[config.mk]
export PLATFORM = sky130hd
export DESIGN_NAME = fdl_arith
export DESIGN_NICKNAME = d
export VERILOG_FILES = /design/src/sv/assert_macros.svh /design/src/sv/fdl_pkg.sv /design/src/sv/fdl_arith.sv
export SDC_FILE = /design/constraint.sdc
export NUM_CORES = 2
export LEC_CHECK = 0
export BUFFER_PORTS_ARGS = -buffer_cell sky130_fd_sc_hd__buf_2
export CORE_ASPECT_RATIO = 0.7
export CORE_MARGIN = 2
export CORE_UTILIZATION = 45
export CTS_CLUSTER_SIZE = 24
export DETAILED_ROUTE_END_ITERATION = 6
export PLACE_DENSITY = 0.74
export SLEW_MARGIN = 10
export SYNTH_ARGS = -nofsm -noshare
export SYNTH_HDL_FRONTEND = slang
export SYNTH_SLANG_ARGS = --single-unit
[constraint.sdc]
create_clock -name clock -period 8.8 [get_ports clock]
set_clock_uncertainty 0.2 [all_clocks]
set_input_delay 0.88 -clock clock [delete_from_list [all_inputs] [get_ports clock]]
set_output_delay 0.88 -clock clock [all_outputs]
set_load 0.005 [all_outputs]
[src/sv/assert_macros.svh]
// Assertion macros shared by the RTL of the feedback delay line.
// Included by files that carry concurrent assertions; no other dependencies.
`ifndef ASSERT_MACROS_SVH
`define ASSERT_MACROS_SVH

// Clocked assertion, disabled while reset is high.
`define ASSERT_CLK(label, clk, rst, prop, msg) \
   label: assert property (@(posedge clk) disable iff (rst) prop) else $error(msg);

// Clocked assertion that also holds during reset.
`define ASSERT_ALWAYS(label, clk, prop, msg) \
   label: assert property (@(posedge clk) prop) else $error(msg);

`endif

[src/sv/fdl_pkg.sv]
// Shared types and constants of the feedback delay line.
// No dependencies; imported by fdl_arith and feedback_delay_line_top.
`default_nettype none

package fdl_pkg;

   localparam int SAMPLE_W  = 24;
   localparam int DELAY_W   = 16;
   localparam int FRAC_W    = 8;
   localparam int GAIN_W    = 16;
   localparam int CSR_IDX_W = 2;
   localparam int CSR_DAT_W = 16;

   // register indexes of the csr port
   localparam logic [CSR_IDX_W-1:0] CSR_DELAY_WHOLE   = 2'd0;
   localparam logic [CSR_IDX_W-1:0] CSR_DELAY_FRAC    = 2'd1;
   localparam logic [CSR_IDX_W-1:0] CSR_FEEDBACK_GAIN = 2'd2;

   localparam int DELAY_WHOLE_RST = 4800;

   typedef logic [2:0] fdl_op_type;

   // datapath operations issued by the sequencer
   localparam fdl_op_type OP_NONE   = 3'd0;
   localparam fdl_op_type OP_LOAD_B = 3'd1;  // capture newer tap
   localparam fdl_op_type OP_DIFF   = 3'd2;  // older tap minus newer tap
   localparam fdl_op_type OP_MULF   = 3'd3;  // difference times fraction
   localparam fdl_op_type OP_INTERP = 3'd4;  // newer tap * 256 plus product
   localparam fdl_op_type OP_MULG   = 3'd5;  // interpolated value times gain
   localparam fdl_op_type OP_ROUND  = 3'd6;  // round off 22 fraction bits

   typedef struct packed {
      fdl_op_type op;
      logic       busy;   // a sample is in flight
   } fdl_ctl_type;

endpackage

`default_nettype wire

[src/sv/fdl_arith.sv]
// Arithmetic datapath of the feedback delay line: one shared 32x17 multiplier,
// operand/product registers, rounding and output saturation. Uses fdl_pkg.
`default_nettype none

module fdl_arith (
   input  wire logic                               clock,
   input  wire fdl_pkg::fdl_ctl_type               ctl,
   input  wire logic signed [fdl_pkg::SAMPLE_W-1:0] rd_data,
   input  wire logic        [fdl_pkg::FRAC_W-1:0]   frac,
   input  wire logic signed [fdl_pkg::GAIN_W-1:0]   gain,
   input  wire logic signed [fdl_pkg::SAMPLE_W-1:0] sample,
   output logic      signed [fdl_pkg::SAMPLE_W-1:0] sum
);
   import fdl_pkg::*;

   localparam logic signed [32:0] SAT_HI = 33'sd8388607;
   localparam logic signed [32:0] SAT_LO = -33'sd8388608;
   localparam logic signed [47:0] RND_HALF = 48'sd2097152;

   logic signed [SAMPLE_W-1:0] b_ff, b_in;
   logic signed [31:0]         opa_ff, opa_in;
   logic signed [47:0]         mul_ff, mul_in;
   logic signed [16:0]         mul_b;
   logic signed [48:0]         prod;
   logic signed [47:0]         rnd_sum;
   logic signed [32:0]         wide_sum;

   // the one multiplier: fraction on the first pass, gain on the second
   always_comb begin
      if (ctl.op == OP_MULF) begin
         mul_b = $signed({9'b0, frac});
      end else begin
         mul_b = 17'(gain);
      end
   end

   assign prod    = 49'(opa_ff) * 49'(mul_b);
   assign rnd_sum = mul_ff + RND_HALF;

   always_comb begin
      b_in   = b_ff;
      opa_in = opa_ff;
      mul_in = mul_ff;
      unique case (ctl.op)
         OP_LOAD_B: begin
            b_in = rd_data;
         end
         OP_DIFF: begin
            opa_in = 32'(rd_data) - 32'(b_ff);
         end
         OP_MULF, OP_MULG: begin
            mul_in = $signed(prod[47:0]);
         end
         OP_INTERP: begin
            opa_in = $signed({b_ff, 8'h00}) + $signed(mul_ff[31:0]);
         end
         OP_ROUND: begin
            opa_in = 32'($signed(rnd_sum[47:22]));
         end
         default: begin
         end
      endcase
   end

   always_ff @(posedge clock) begin
      b_ff   <= b_in;
      opa_ff <= opa_in;
      mul_ff <= mul_in;
   end

   assign wide_sum = 33'(opa_ff) + 33'(sample);

   always_comb begin
      priority if (wide_sum > SAT_HI) begin
         sum = SAT_HI[SAMPLE_W-1:0];
      end else if (wide_sum < SAT_LO) begin
         sum = SAT_LO[SAMPLE_W-1:0];
      end else begin
         sum = wide_sum[SAMPLE_W-1:0];
      end
   end

endmodule

`default_nettype wire

Word-level counts from Yosys, hierarchy flattened
Cells that the tools add are included.
Word-level totals
  output and inout bits: 24
  word-level logic and storage cells: 22
  flip-flop bits (word level): 104
  bits of input ports: 77
Operators by class
  eq/ne operators: 6
  mux-type cells: 4
  multipliers: 1
  add/subtract/negate cells: 4
  reduce and logical (&&, ||, !) cells: 2
  magnitude comparators: 2
Operator list (count)
  case mux 32 bit (3 select lines): 1
  adder 48 x 23 -> 48 bit, second input constant: 1
  multiplier 32 x 17 -> 48 bit: 1
  two-way mux 24 bit: 2
  adder 32 x 24 -> 33 bit: 1
  > comparator 33 x 24 -> 1 bit, second input constant: 1
  < comparator 33 x 24 -> 1 bit, second input constant: 1
  adder 32 bit: 1
  subtractor 24 x 24 -> 25 bit: 1
  two-way mux 17 bit: 1
  equality test 3 bit, second input constant: 3
  equality test 3 x 2 -> 1 bit, second input constant: 2
  equality test 3 x 1 -> 1 bit, second input constant: 1
  nonzero test 3 bit: 1
  OR reduction 2 bit: 1

Logic depth before layout (Yosys ltp)
  depth after elaboration: 4
  mapped depth: 31

Worst setup path after synthesis
OpenSTA, ideal clock, no wires.
  path kind: input port to flip-flop
  from: in ctl[2] in the netlist's numbering
  to: reg mul_ff[47], data pin
  stages: 28
  slack: 0.557 ns
  library setup time: 0.260 ns
  path buffers: 3
  arrival: 7.783 ns
  required time: 8.340 ns
  cells stage by stage: clkbuf_1 nand3b_1 clkbuf_1 mux2_2 clkbuf_1 and2_1 fa_1 inv_1 fa_1 fa_1 inv_1 fa_1 fa_1 inv_1 fa_1 inv_1 ha_1 a21o_1 a21o_1 a21oi_1 o22ai_1 a31oi_2 o21ai_1 a2111oi_1 o31ai_1 a21o_1 a21oi_1 xnor2_1
On the way
  word-level cells in the longest chain between the ends: 3
RTL lines
  from (decl): RTL line fdl_arith.sv:7  | input wire fdl_pkg::fdl_ctl_type ctl,
  equality test 3 x 2 -> 1 bit: RTL line fdl_arith.sv:30  | if (ctl.op == OP_MULF) begin
  two-way mux 17 bit: RTL line fdl_arith.sv:30
  multiplier 32 x 17 -> 48 bit: RTL line fdl_arith.sv:37  | assign prod = 49'(opa_ff) * 49'(mul_b);
  net prod[47]: RTL line fdl_arith.sv:24  | logic signed [48:0] prod;
  to (signal assigned): RTL line fdl_arith.sv:68  | mul_ff <= mul_in;
  to (decl): RTL line fdl_arith.sv:22  | logic signed [47:0] mul_ff, mul_in;
The timed path passes the listed nets, and every way through them passes these cells.
A chain may end at the register's enable or synchronous reset.

Worst setup path after layout
  from: in ctl[3] in the netlist's numbering
  to: reg mul_ff[47], data pin
The elaborated chain is that of the path after synthesis.

==> impl_metrics.csv <==
group,metric,value,unit
sta,setup_viol,0,
cells_and_area,drive_above_1_share,6.94,%
logic_synthesis,synthFlopType,"edfxtp_1",
logic_synthesis,ys_seq_area_share,11.7,%
global_route,grt_first_pass_wirelength,115000,um
global_route,grt_util_all_layers,24.1,%
cells_and_area,area.growth.synth_to_final,7.11,%
global_route,grt_start_max_net_pins,55,
hold_path,hold_path_class,"flip-flop to flip-flop",
placed_design,hpwl,57700,um
setup_path,arrival,8300,ps
global_route,antenna_found_initial,5,
sta,fin_crit_sh,95.3,%
clocking,ctsHoldBuffers,0,
global_route,grt_overflow,0,
sta,worst_pin_slew,1190,ps
sta,maxSlewHeadroom,20.8,%
die,die_h,208,um
sta,period_needed,8380,ps
logic_synthesis,yosysTopAreaCell,"fa_1",
setup_path,startpoint_type,"input pin",
logic_synthesis,yosys_warnings,0,
clocking,cts.sinks,104,
clocking,cts_tree,"built",
logic_synthesis,syn_area,0.0267,sq mm
cells_and_area,most-common-layout-cells,"inv_1, fa_1, nand2_1",
outcome,outcome,"completed",
sta,fmax,119,MHz
setup_path,crit_path_end_kind,"flip-flop",
global_route,grt_pass1_vias,20480,
cells_and_area,n_antenna_cell,0,
logic_synthesis,syn_nets,3709,
clocking,cts_root_buf,"clkbuf_16",
logic_synthesis,yosysTopAreaCellShare,38.8,%
sta,hold_violations,0,
logic_synthesis,synth-async-reset-ratio,0,%
detailed_routing,num_vias,20442,
sta,tns,0,ps
detailed_routing,wl_per_cell,18.9,um
setup_path,crit_type,"input pin to flip-flop",
detailed_routing,routed_wl,71400,um
detailed_routing,drc,0,
cells_and_area,nets,3765,
detailed_routing,via_per_inst,5.41,
die,initial_utilization,45.7,%
placed_design,place_congestion,0.936,
clocking,clock_path_buffers,2,
placed_design,port-buffer-count,99,
logic_synthesis,synthTopCellsByArea,"fa_1, edfxtp_1, ha_1, inv_1, nand2_1",
logic_synthesis,syn-mean-instance-area,9.16,sq um
logic_synthesis,synthCells,2921,
die,io_pins,101,
clocking,htree_levels,3,
clocking,clock_latency,370,ps
setup_path,critical_path_required,8710,ps
clocking,clk_pin_slew,80,ps
detailed_routing,firstDrtPassIters,5,
setup_path,ff2ff_setup_slack,890,ps
clocking,numCtsBuffers,9,
die,core,0.0585,sq mm
cells_and_area,final_common_cell,"inv_1",
logic_synthesis,synth_seq_cells,104,
logic_synthesis,ys_types,71,
sta,drv_slew,0,
detailed_routing,first_iter_violations,1865,
logic_synthesis,synth-edff-count,104,
clocking,cts_setup_buffers,0,
die,die-width,295,um
setup_path,cp_max_fo,22,
flow_run,cap_viol_max_count,0,
sta,rsz0062_at_grt,"no",
die,dieArea,0.0614,sq mm
clocking,cts_resized,0,
die,row_count,74,
detailed_routing,ant_nets,0,
==> critical path, cell delays in order <==
cell and delay [ps]:
buf_2 120, nand3b_1 180, buf_12 210, mux2_2 480, and2_1 220, fa_1 540, inv_1 50, fa_1 490
fa_1 510, inv_1 50, fa_1 480, fa_1 560, inv_1 60, fa_1 580, inv_1 60, ha_1 380
a21o_1 200, a21o_1 170, a21oi_1 220, o22ai_1 130, a31oi_2 270, o21ai_1 150, a2111oi_1 480, buf_4 210
o31ai_1 100, a21o_1 190, a21oi_1 190, xnor2_1 90
==> synthesized netlist by cell type (78+ instances only) <==
master / count
inv_1: 590
fa_1: 518
nand2_1: 345
ha_1: 193
and2_1: 108
clkbuf_1: 108
edfxtp_1: 104
a21oi_1: 101
nor2_1: 99
and3_1: 96
xnor2_1: 85
nor2b_1: 79
a21o_1: 78
==> logic make-up after synthesis <==
family          after synthesis  synth area share [%]
xor+xnor                    132                  4.32
buf+inv                     710                  10.0
mux                           9                 0.365
fa+ha+maj                   711                  47.8
simple gates                862                  15.9
flops                       104                  11.7
compound gates              393                  9.93
==> metrics by stage <==
| step | setup slack [ps] | instances | area (sq um) | hold WS (ps) | utilization [%] |
|---|---|---|---|---|---|
| finish | 416 | 3780 | 28700 | 401 | 49.0 |
| global route | 46.6 | 3780 | 28700 | 428 | 49.0 |
| CTS | 467 | 3780 | 28700 | 410 | 49.0 |
| detailed placement | 119 | 3764 | 28300 | 381 | 48.4 |
| global placement | 193 | 3764 | 28300 | 379 | 48.4 |
| floorplan | 557 | 2921 | 26700 | 334 | - |
==> registers in the layout (all words and copies together) (netlist names) <==
signal,cells
b_ff,24
mul_ff,48
opa_ff,32
==> path summary, 6_finish.rpt <==
path	start	end	cells past startpoint
max	ctl[3]	mul_ff[47]	28
min	mul_ff[1]	opa_ff[1]	2
max reg2reg	opa_ff[3]	mul_ff[47]	24
min reg2reg	mul_ff[1]	opa_ff[1]	2
==> area by class of cell <==
class                      instances  area (sq um)
fill                            5440         29900
multi-input combinational       2107         21000
sequential                       104          3120
inverter                         593          2230
timing repair buffer             162          1020
tap                              798           998
clock buffer                       9           225
clock inverter                     7          88.8
==> metal layers <==
metal / wire, um / up-vias / GRT usage (%)
met2: 29300 / 946 / 33.9
li1: - / 9282 / -
met4: 1020 / 4 / 3.45
met3: 8640 / 80 / 7.03
met5: 25 / - / 0
met1: 32400 / 10130 / 37.0
Power is not shown: default switching activity piles up to over one toggle a cycle in this logic, so the estimate is an artifact.
